[src/hdl/gcs_pkg.sv]
package gcs_pkg;

	// Grid geometry
	localparam int ROW_COUNT = 64;
	localparam int ROW_BITS  = 64;
	localparam int ROW_W     = $clog2(ROW_COUNT);
	localparam int COL_W     = $clog2(ROW_BITS);

	// Field widths of the stream payloads
	localparam int BITS_W    = 64;
	localparam int INDEX_W   = 6;
	localparam int TDATA_W   = 72;
	localparam int CFG_W     = 4;
	localparam int CFG_IDX_W = 2;

	// Configuration register indexes
	typedef enum logic [CFG_IDX_W-1:0] {
		CFG_PASS_COUNT  = 2'd0,
		CFG_CLEAR_BELOW = 2'd1,
		CFG_SET_ABOVE   = 2'd2
	} cfg_reg_t;

	// Update rule thresholds, handed to the cell unit
	typedef struct packed {
		logic [CFG_W-1:0] clear_below;
		logic [CFG_W-1:0] set_above;
	} thresh_t;

	// Eight neighbors of the cell under update
	typedef struct packed {
		logic up_left;
		logic up;
		logic up_right;
		logic left;
		logic right;
		logic down_left;
		logic down;
		logic down_right;
	} nbr_t;

endpackage

[src/hdl/gcs_cell_unit.sv]
module gcs_cell_unit
	import gcs_pkg::*;
(
	input  nbr_t    nbr,
	input  logic    cur,
	input  thresh_t thresh,
	output logic    nxt
);

	logic [7:0]       nbr_vec;
	logic [CFG_W-1:0] wall_cnt;

	assign nbr_vec = nbr;

	always_comb begin
		wall_cnt = '0;
		for (int i = 0; i < 8; i++) begin
			wall_cnt = wall_cnt + CFG_W'(nbr_vec[i]);
		end
	end

	// Set wins over clear when both thresholds are met
	always_comb begin
		nxt = cur;
		if (wall_cnt < thresh.clear_below) begin
			nxt = 1'b0;
		end
		if (wall_cnt > thresh.set_above) begin
			nxt = 1'b1;
		end
	end

endmodule

[config.mk]
export PLATFORM = sky130hd
export DESIGN_NAME = gcs_cell_unit
export DESIGN_NICKNAME = d
export VERILOG_FILES = /design/src/hdl/gcs_pkg.sv /design/src/hdl/gcs_cell_unit.sv
export SDC_FILE = /design/constraint.sdc
export NUM_CORES = 1
export LEC_CHECK = 0
export BUFFER_PORTS_ARGS = -buffer_cell sky130_fd_sc_hd__buf_2
export CAP_MARGIN = 20
export CELL_PAD_IN_SITES_DETAIL_PLACEMENT = 1
export CELL_PAD_IN_SITES_GLOBAL_PLACEMENT = 1
export CORE_AREA = 2 2 39 41
export DETAILED_ROUTE_END_ITERATION = 6
export DIE_AREA = 0 0 41 43
export PLACE_DENSITY_LB_ADDON = 0.1
export SYNTH_ARGS = -nofsm -noshare
export SYNTH_HDL_FRONTEND = slang
export SYNTH_SLANG_ARGS = --single-unit
[constraint.sdc]
create_clock -name vclk -period 3.36
set_input_delay 0 -clock vclk [all_inputs]
set_output_delay 0 -clock vclk [all_outputs]
set_load 0.1 [all_outputs]
* After elaboration in Yosys (flattened, before gate mapping) *
Cells that the tools add are included.

storage, ports and cells
  register bits = 0
  input port bits = 17
  output and inout port bits = 1
  word-level logic and storage cells = 11

cells by class
  add/sub/neg operators = 7
  order comparisons = 2
  mux-type cells = 2

operator list
  operator     count
  $add 4x1->4  4
  $add 3x1->4  1
  $gt 4x4->1   1
  $lt 4x4->1   1
  $add 2x1->3  1
  $add 1x1->2  1
  $mux 1       2

* Logic depth before layout (Yosys ltp) *
Gate-level depths: netlist of the first run.

  depth in word-level cells = 10
  depth in mapped cells = 12
  mapped depth without buffers = 12

* Worst setup path before layout of the first run *
No wires, ideal clock.

  path type = input -> output
  start = in nbr[0] in the netlist's numbering
  end = out nxt
  arrival = 4.123 ns
  data required time = 3.360 ns
  path slack = -0.763 ns
  cell stages on the path = 12
  buffers on the path = 0
  path through = inv_1 > fa_1 > fa_1 > fa_1 > inv_1 > ha_1 > fa_1 > xor2_1 > ha_1 > o21a_1 > o21ai_0 > o2bb2ai_1

between the ends
  word-level cells in the longest chain between the ends = 10
  elaborated cells between the ends (all ways) = 11
  those cells by class = 7 x add/sub; 2 x order compare; 2 x mux

RTL lines
  what                        line                 text
  start, declared             gcs_cell_unit.sv:4   input nbr_t nbr,
  $add 1x1->2 *               gcs_cell_unit.sv:18  wall_cnt = wall_cnt + CFG_W'(nbr_vec[i]);
  $add 2x1->3 *               gcs_cell_unit.sv:18
  $add 3x1->4 *               gcs_cell_unit.sv:18
  $add 4x1->4 * (4 in a row)  gcs_cell_unit.sv:18
  $lt 4x4->1                  gcs_cell_unit.sv:25  if (wall_cnt < thresh.clear_below) begin
  $mux 1                      gcs_cell_unit.sv:25
  $mux 1 *                    gcs_cell_unit.sv:28  if (wall_cnt > thresh.set_above) begin
  end, declared               gcs_cell_unit.sv:7   output logic nxt

Mark *: on every way between the ends. The rest lies on a longest branch, timed or not.

* Worst setup path in the final report of the first run *
Same ends and word-level chain as after synthesis.

==> results of run 1 <==
## logic make-up after synthesis
group           synth area share [%]
compound gates                  13.7
buf+inv                         20.0
simple gates                    6.32
xor+xnor                        2.46
fa+ha+maj                       57.5
## layer usage
layer	part of all wire (%)	vias up
li1	-	182
met1	48	147
met2	45	11
met3	7.0	0
met4	0	0
met5	0	-
## cell usage in the layout (no fill, tap or decap)
| cell type | Yosys | layout |
|---|---|---|
| a21boi_1 | 1 | 1 |
| inv_1 | 18 | 17 |
| buf_2 | 0 | 17 |
| nor4_1 | 1 | 1 |
| nor2b_1 | 1 | 1 |
| ha_1 | 10 | 8 |
| buf_12 | 0 | 1 |
| fa_1 | 4 | 3 |
| fa_2 | 0 | 1 |
| nand2_1 | 1 | 1 |
| buf_4 | 0 | 2 |
| o21a_1 | 1 | 1 |
| inv_2 | 1 | 2 |
| nand4_1 | 1 | 1 |
| ha_4 | 0 | 1 |
| a21oi_1 | 3 | 3 |
| xor2_2 | 0 | 1 |
| ha_2 | 0 | 1 |
| o2bb2ai_4 | 0 | 1 |
| o21ai_1 | 1 | 2 |
## power breakdown
part | switching (µW) | internal [µW]
Clock | 0 | 0
Sequential | 0 | 0
Combinational | 148 | 128
Total | 148 | 128
## cell type report
type | instances | area share, %
inverters | 19 | 13.2
repair buffers | 20 | 22.2
multi-input cells | 27 | 60.9
well taps | 16 | 3.70
## worst min-delay path by stage
stage | from | end | depth (start not counted)
5_1_grt | cur | nxt | 5
2_1_floorplan | cur | nxt | 2
3_5_place_dp | cur | nxt | 5
6_report | cur | nxt | 5
3_3_place_gp | cur | nxt | 5
4_1_cts | cur | nxt | 5
## per-stage QoR
step	instance area, µm²	utilization, %	worst slack (ns)
after floorplan	375	-	0.111
after global placement	515	37.3	-0.0694
after detailed placement	515	37.3	-0.0780
after CTS	528	38.2	0.0306
after global routing	541	39.1	-0.0502
final	541	39.1	0.0911
## what timing repair did
action	CTS	global route
hold buffers	0	0
hold endpoints to repair	0	0
resized for setup	3	3
endpoints found under the setup margin	1	1
gates cloned	0	0
==> out/results.tsv, run 1 <==
stage	metric	value	unit
outcome	outcome	finished, final reports clean	
routing	length of the first detailed-routing pass in iterations	1	
setup_path	Crit Path Max Fanout	2	
sta	post-route clock period utilization	97.3	%
setup_path	CP Capture Type	output pin	
cells_and_area	count of non-filler cells in the finished layout	82	
cells_and_area	diode count	0	
logic_synthesis	most common cell in the netlist	inv_1	
sta	Rel. slew slack	84.1	%
global_route	initial antenna violation count	0	
power_and_ir_drop	Leakage	0.000321	µW
setup_path	WS Path Type	in2out	
setup_path	critical path depth in cells	14	
floorplan	die width	41	µm
logic_synthesis	Synth Cell Area	357	µm²
routing	vias per std cell	4.15	
routing	DR vias	340	
setup_path	Critical Path RT	3.36	ns
global_route	GR Util met3	0	%
setup_path	crit path buf inv count	5	
floorplan	die area	1760	µm²
global_route	Global Route Usage Sum	8.55	%
floorplan	Die Y	43	µm
clocking	Post-CTS Setup Inserts	0	
cells_and_area	Multi-input gate area	329	µm²
routing	DRT antenna net count	0	
place	final HPWL from detailed placement	673	µm
setup_path	Slowest-stage cell, CP	fa_2	
sta	final hold violation count	0	
logic_synthesis	Synth area leaders	ha_1 (35%), fa_1 (22%), inv_1 (19%), a21oi_1 (4.2%), o2bb2ai_1 (2.5%)	
routing	WL/cell	8.13	µm
power_and_ir_drop	worst vdd ir	0.000175	V
floorplan	Placement Rows	14	
cells_and_area	clk_buf instances	0	
floorplan	Starting Density	25.8	%
routing	Iter 0 DRT Violations	0	
global_route	GRT Residual Overflow	0	
logic_synthesis	Syn Nets	77	
global_route	largest net degree at the start of global routing	4	
global_route	vias in the first global route	300	
sta	count of pins over their slew limit	0	
global_route	global-route wire length before repair	1120	µm
logic_synthesis	Synth Area per Inst	7.75	µm²
sta	Min Hold Slack	0.489	ns
cells_and_area	Reg area	0	µm²
logic_synthesis	synth cell count leaders	inv_1 (18), ha_1 (10), fa_1 (4)	
global_route	busiest grt layer	met2	
sta	worst slew pin tran	0.237	ns
logic_synthesis	Syn. warnings	0	
global_route	met2 usage	15.0	%
worst_hold_path	Hold Path Class	in2out	
routing	DRC Markers	0	
logic_synthesis	Seq/Total Area, Yosys	0	%
setup_path	CP Launch Point	nbr[0]	
sta	fmax	306	MHz
floorplan	Core ar.	1380	µm²
sta	Final min period	3.27	ns
place	Cells after DPL	82	
cells_and_area	filler cell count	174	
cells_and_area	Area growth syn-to-layout	51.6	%
setup_path	cell mode on critical path	fa_1	
sta	RSZ-0062 raised after global routing	yes	
setup_path	CP peak stage delay	0.57	ns
setup_path	Critical Path End	nxt	
sta	setup_tns	0	ns
setup_path	Crit path arrival time	3.27	ns
logic_synthesis	cell taking the most area after synthesis	ha_1	
cells_and_area	FF+latch count	0	
floorplan	I/O Pins	18	
setup_path	Crit path max-delay family	adder cells	
global_route	met1 Track Usage GR	12.0	%
power_and_ir_drop	post-layout power	275	µW
setup_path	crit-path cells	buf_2 -> inv_2 -> fa_1 -> fa_1 -> fa_1 -> inv_1 -> ha_2 -> fa_2 -> ha_4 -> a21boi_1 -> nor4_1 -> buf_4 -> o2bb2ai_4 -> buf_12	
cells_and_area	fin nets	99	
power_and_ir_drop	Power Density	510	nW/µm²
run	max cap viols	0	
sta	# setup viols final	0	
place	Port Buffers	18	
setup_path	startpoint types	primary input	
place	RD Place Congestion	0.661	
logic_synthesis	synth unique cells	15	
logic_synthesis	Synth top area share	35.1	%
logic_synthesis	Syn Inst Count	46	
cells_and_area	layout cells sized above 1	40.9	%
routing	Routed WL	667	µm
Note: power is estimated with default switching activity, not from simulation.
==> run 2, diff against run 1 <==
--- a/config.mk
+++ b/config.mk
@@ -5,6 +5,7 @@
 export SDC_FILE = /design/constraint.sdc
 export NUM_CORES = 1
 export LEC_CHECK = 0
+export ABC_AREA = 1
 export BUFFER_PORTS_ARGS = -buffer_cell sky130_fd_sc_hd__buf_2
 export CAP_MARGIN = 20
 export CELL_PAD_IN_SITES_DETAIL_PLACEMENT = 1
==> out/results.tsv, run 2 <==
stage	metric	value	unit
place	DP Worst Slack	0.108	ns
global_route	GRT Residual Overflow	0	
cells_and_area	FF+latch count	0	
cells_and_area	filler cell count	187	
routing	Iter 0 DRT Violations	1	
place	RD Place Congestion	0.692	
logic_synthesis	Synth Cell Area	372	µm²
logic_synthesis	Syn Nets	85	
outcome	outcome	finished, final reports clean	
sta	setup_tns	0	ns
sta	final hold violation count	0	
logic_synthesis	Synth top area share	33.7	%
setup_path	crit path buf inv count	4	
cells_and_area	diode count	0	
floorplan	Placement Rows	14	
floorplan	I/O Pins	18	
logic_synthesis	Syn. warnings	0	
sta	Min Hold Slack	0.372	ns
setup_path	cell mode on critical path	fa_1	
setup_path	Critical Path RT	3.36	ns
place	final HPWL from detailed placement	672	µm
power_and_ir_drop	post-layout power	241	µW
setup_path	Crit path max-delay family	adder cells	
logic_synthesis	Synth Area per Inst	6.88	µm²
worst_hold_path	Hold Path Class	in2out	
routing	DR vias	366	
cells_and_area	Multi-input gate area	305	µm²
cells_and_area	clk_buf instances	0	
place	Port Buffers	18	
routing	Routed WL	713	µm
sta	fmax	312	MHz
sta	post-route clock period utilization	95.4	%
sta	Final min period	3.21	ns
sta	worst slew pin tran	0.176	ns
routing	WL/cell	8.10	µm
logic_synthesis	Syn Inst Count	54	
floorplan	Die Y	43	µm
global_route	vias in the first global route	369	
routing	length of the first detailed-routing pass in iterations	2	
logic_synthesis	most common cell in the netlist	inv_1	
power_and_ir_drop	Power Density	473	nW/µm²
power_and_ir_drop	Leakage	0.000343	µW
sta	RSZ-0062 raised after global routing	no	
floorplan	Starting Density	26.9	%
setup_path	CP peak stage delay	0.54	ns
global_route	global-route wire length before repair	1300	µm
logic_synthesis	Seq/Total Area, Yosys	0	%
cells_and_area	commonest non-fill, non-tap cells in the layout	inv_1 (20), buf_2 (17), nand2_1 (10), ha_1 (10)	
global_route	largest net degree at the start of global routing	4	
sta	Rel. slew slack	88.3	%
floorplan	die width	41	µm
setup_path	Crit path arrival time	3.21	ns
clocking	Post-CTS Setup Inserts	0	
run	max cap viols	0	
setup_path	Slowest-stage cell, CP	fa_1	
cells_and_area	layout cells sized above 1	31.9	%
global_route	Global Route Usage Sum	9.84	%
cells_and_area	commonest non-fill, non-tap cell in the layout	inv_1	
logic_synthesis	synth cell count leaders	inv_1 (20), nand2_1 (11), ha_1 (10)	
cells_and_area	Reg area	0	µm²
routing	vias per std cell	4.16	
logic_synthesis	Synth area leaders	ha_1 (34%), fa_1 (22%), inv_1 (20%), nand2_1 (11%), a21oi_1 (4.0%)	
logic_synthesis	synth unique cells	11	
cells_and_area	fin nets	105	
global_route	initial antenna violation count	0	
sta	count of pins over their slew limit	0	
cells_and_area	Area growth syn-to-layout	37.0	%
sta	# setup viols final	0	
floorplan	die area	1760	µm²
setup_path	startpoint types	primary input	
floorplan	Core ar.	1380	µm²
routing	DRT antenna net count	0	
setup_path	CP Capture Type	output pin	
routing	DRC Markers	0	
logic_synthesis	cell taking the most area after synthesis	ha_1	
setup_path	crit-path cells	buf_2 -> inv_1 -> fa_1 -> fa_1 -> fa_1 -> inv_1 -> ha_1 -> fa_2 -> xor2_2 -> ha_1 -> nand2_1 -> o21ai_0 -> nand2_1 -> nand2_2 -> buf_12	
sta	Setup WS post-layout	0.154	ns
setup_path	WS Path Type	in2out	
setup_path	Crit Path Max Fanout	2	
power_and_ir_drop	worst vdd ir	0.000179	V
==> run 2: kinds of logic after synthesis <==
| kind of cell | after synthesis | synth area share (%) |
|---|---|---|
| XOR/XNOR | 1 | 2.36 |
| adder cells (fa/ha/maj) | 14 | 55.2 |
| AND/OR/NAND/NOR | 14 | 15.8 |
| AO/OA/AOI/OAI | 4 | 5.38 |
| buffers and inverters | 21 | 21.2 |
==> run 2: report_power, final <==
| part | total [µW] | internal (µW) | switching [µW] |
|---|---|---|---|
| registers | 0 | 0 | 0 |
| logic | 241 | 98.3 | 143 |
| clock network | 0 | 0 | 0 |
==> run 2: stage by stage <==
step	utilization, %	std cells	cell area, µm²
3_5_place_dp	36.1	88	499
5_1_grt	36.8	88	509
6_report	36.8	88	509
3_3_place_gp	36.1	88	499
2_1_floorplan	-	54	374
4_1_cts	36.1	88	499
==> run 2: tightest hold or removal path: stages <==
cell and delay [ns]:
buf_2 0.07, nand2_1 0.05, nand2_2 0.07, buf_12 0.17
==> run 2: worst paths after layout <==
check	slack, ns	end	depth (start not counted)	from
setup / recovery	0.15	nxt	15	nbr[0]
hold / removal	0.37	nxt	4	cur
==> run 2: area by class of cell <==
class	instances	area share (%)
Multi-Input combinational cell	33	60.0
Timing Repair Buffer	18	20.6
Inverter	21	15.5
Tap cell	16	3.93
==> run 2: layer usage <==
| layer | vias up | track usage [%] | routed length, µm |
|---|---|---|---|
| li1 | 193 | - | - |
| met4 | 0 | 0 | 0 |
| met5 | - | 0 | 0 |
| met2 | 10 | 17.5 | 326 |
| met1 | 163 | 13.2 | 340 |
| met3 | 0 | 0.524 | 46 |
==> run 2: timing repair <==
action,CTS,global route
setup endpoints to repair,0,1
gates resized for setup,0,2
hold buffers,0,0
==> run 3, diff against run 2 <==
==> constraint.sdc (replaced) <==
create_clock -name vclk -period 3.36
set_input_delay 0.336 -clock vclk [all_inputs]
set_output_delay 0.336 -clock vclk [all_outputs]
set_load 0.1 [all_outputs]
==> out/results.tsv, run 3 (synthesis results as in run 2) <==
stage	metric	value	unit
cells_and_area	Reg area	0	µm²
setup_path	Crit path max-delay family	adder cells	
worst_hold_path	Hold Path Class	in2out	
run	max cap viols	0	
global_route	global-route wire length before repair	1210	µm
floorplan	Die Y	43	µm
setup_path	Crit path arrival time	3.44	ns
routing	DR vias	361	
sta	count of pins over their slew limit	0	
global_route	largest net degree at the start of global routing	4	
global_route	vias in the first global route	334	
outcome	outcome	complete, but fails checks	
cells_and_area	count of non-filler cells in the finished layout	89	
outcome	failing checks	setup timing	
cells_and_area	FF+latch count	0	
floorplan	Starting Density	26.9	%
routing	Routed WL	671	µm
cells_and_area	diode count	0	
sta	Min Hold Slack	1.07	ns
setup_path	WS Path Type	in2out	
routing	DRT antenna net count	0	
global_route	Global Route Usage Sum	9.33	%
setup_path	Critical Path RT	3.02	ns
cells_and_area	clk_buf instances	0	
floorplan	I/O Pins	18	
routing	length of the first detailed-routing pass in iterations	4	
routing	WL/cell	7.54	µm
sta	# setup viols final	1	
place	final HPWL from detailed placement	655	µm
cells_and_area	commonest non-fill, non-tap cells in the layout	inv_1 (18), buf_2 (16), nand2_1 (8), ha_1 (8)	
sta	Setup WS post-layout	-0.417	ns
power_and_ir_drop	Power Density	515	nW/µm²
global_route	GRT Residual Overflow	0	
cells_and_area	layout cells sized above 1	43.8	%
sta	final hold violation count	0	
cells_and_area	Area growth syn-to-layout	54.5	%
sta	post-route clock period utilization	112	%
sta	Rel. slew slack	87.8	%
floorplan	die width	41	µm
worst_hold_path	hold path startpoint	cur	
place	Cells after DPL	89	
floorplan	die area	1760	µm²
sta	worst slew pin tran	0.183	ns
power_and_ir_drop	Leakage	0.000353	µW
routing	vias per std cell	4.06	
worst_hold_path	Hold EP	nxt	
sta	RSZ-0062 raised after global routing	yes	
sta	Final min period	3.78	ns
setup_path	CP Capture Type	output pin	
setup_path	Slowest-stage cell, CP	fa_1	
routing	Iter 0 DRT Violations	1	
setup_path	startpoint types	primary input	
place	DP Worst Slack	-0.539	ns
setup_path	CP peak stage delay	0.54	ns
setup_path	crit-path cells	buf_6 -> inv_2 -> fa_1 -> fa_1 -> fa_1 -> inv_2 -> ha_4 -> fa_2 -> xor2_2 -> ha_1 -> nand2_1 -> o21ai_2 -> nand2_2 -> nand2_8 -> buf_12	
setup_path	critical path depth in cells	15	
worst_hold_path	worst hold stages	4	
power_and_ir_drop	worst vdd ir	0.000430	V
setup_path	cell mode on critical path	fa_1	
place	Port Buffers	18	
setup_path	crit path buf inv count	4	
routing	DRC Markers	0	
sta	fmax	265	MHz
floorplan	Core ar.	1380	µm²
cells_and_area	fin nets	106	
setup_path	Crit Path Max Fanout	2	
floorplan	Placement Rows	14	
global_route	initial antenna violation count	0	
place	RD Place Congestion	0.673	
cells_and_area	commonest non-fill, non-tap cell in the layout	inv_1	
## run 3: what timing repair did
action | CTS | global route
gates cloned | 0 | 0
hold buffers | 0 | 0
resized for setup | 4 | 4
setup buffers | 0 | 0
pin swaps | 3 | 0
endpoints found under the setup margin | 1 | 1
## run 3: layout make-up
| cell class | instances | area (µm²) |
|---|---|---|
| fill | 197 | 810 |
| multi-input combinational | 33 | 357 |
| timing repair buffer | 19 | 119 |
| inverter | 21 | 78.8 |
| tap | 16 | 20.0 |
## run 3: worst max-delay path by stage
stage	slack, ns	start	end
2_1_floorplan	-0.24	nbr[3]	nxt
3_3_place_gp	-0.50	nbr[3]	nxt
3_5_place_dp	-0.54	nbr[3]	nxt
4_1_cts	-0.49	nbr[3]	nxt
5_1_grt	-0.57	nbr[3]	nxt
6_report	-0.42	nbr[3]	nxt
## run 3: layer usage
layer	global-route usage (%)	share of wire, %
met2	15.6	45
met1	13.8	49
met5	0	0
met4	0	0
met3	0	5.4
## run 3: stage by stage
step | power (µW) | utilization [%] | TNS (ns) | instance area [µm²]
finish | 296 | 41.5 | -0.417 | 574
global route | 332 | 41.5 | -0.574 | 574
CTS | 298 | 40.3 | -0.488 | 558
detailed placement | 272 | 38.3 | -0.539 | 531
global placement | 266 | 38.3 | -0.496 | 531
floorplan | 191 | - | -0.240 | 398
## run 3: power breakdown
part | leakage, µW | switching, µW | internal [µW]
Combinational | 0.000353 | 166 | 130
Clock | 0 | 0 | 0
Sequential | 0 | 0 | 0
Total | 0.000353 | 166 | 130
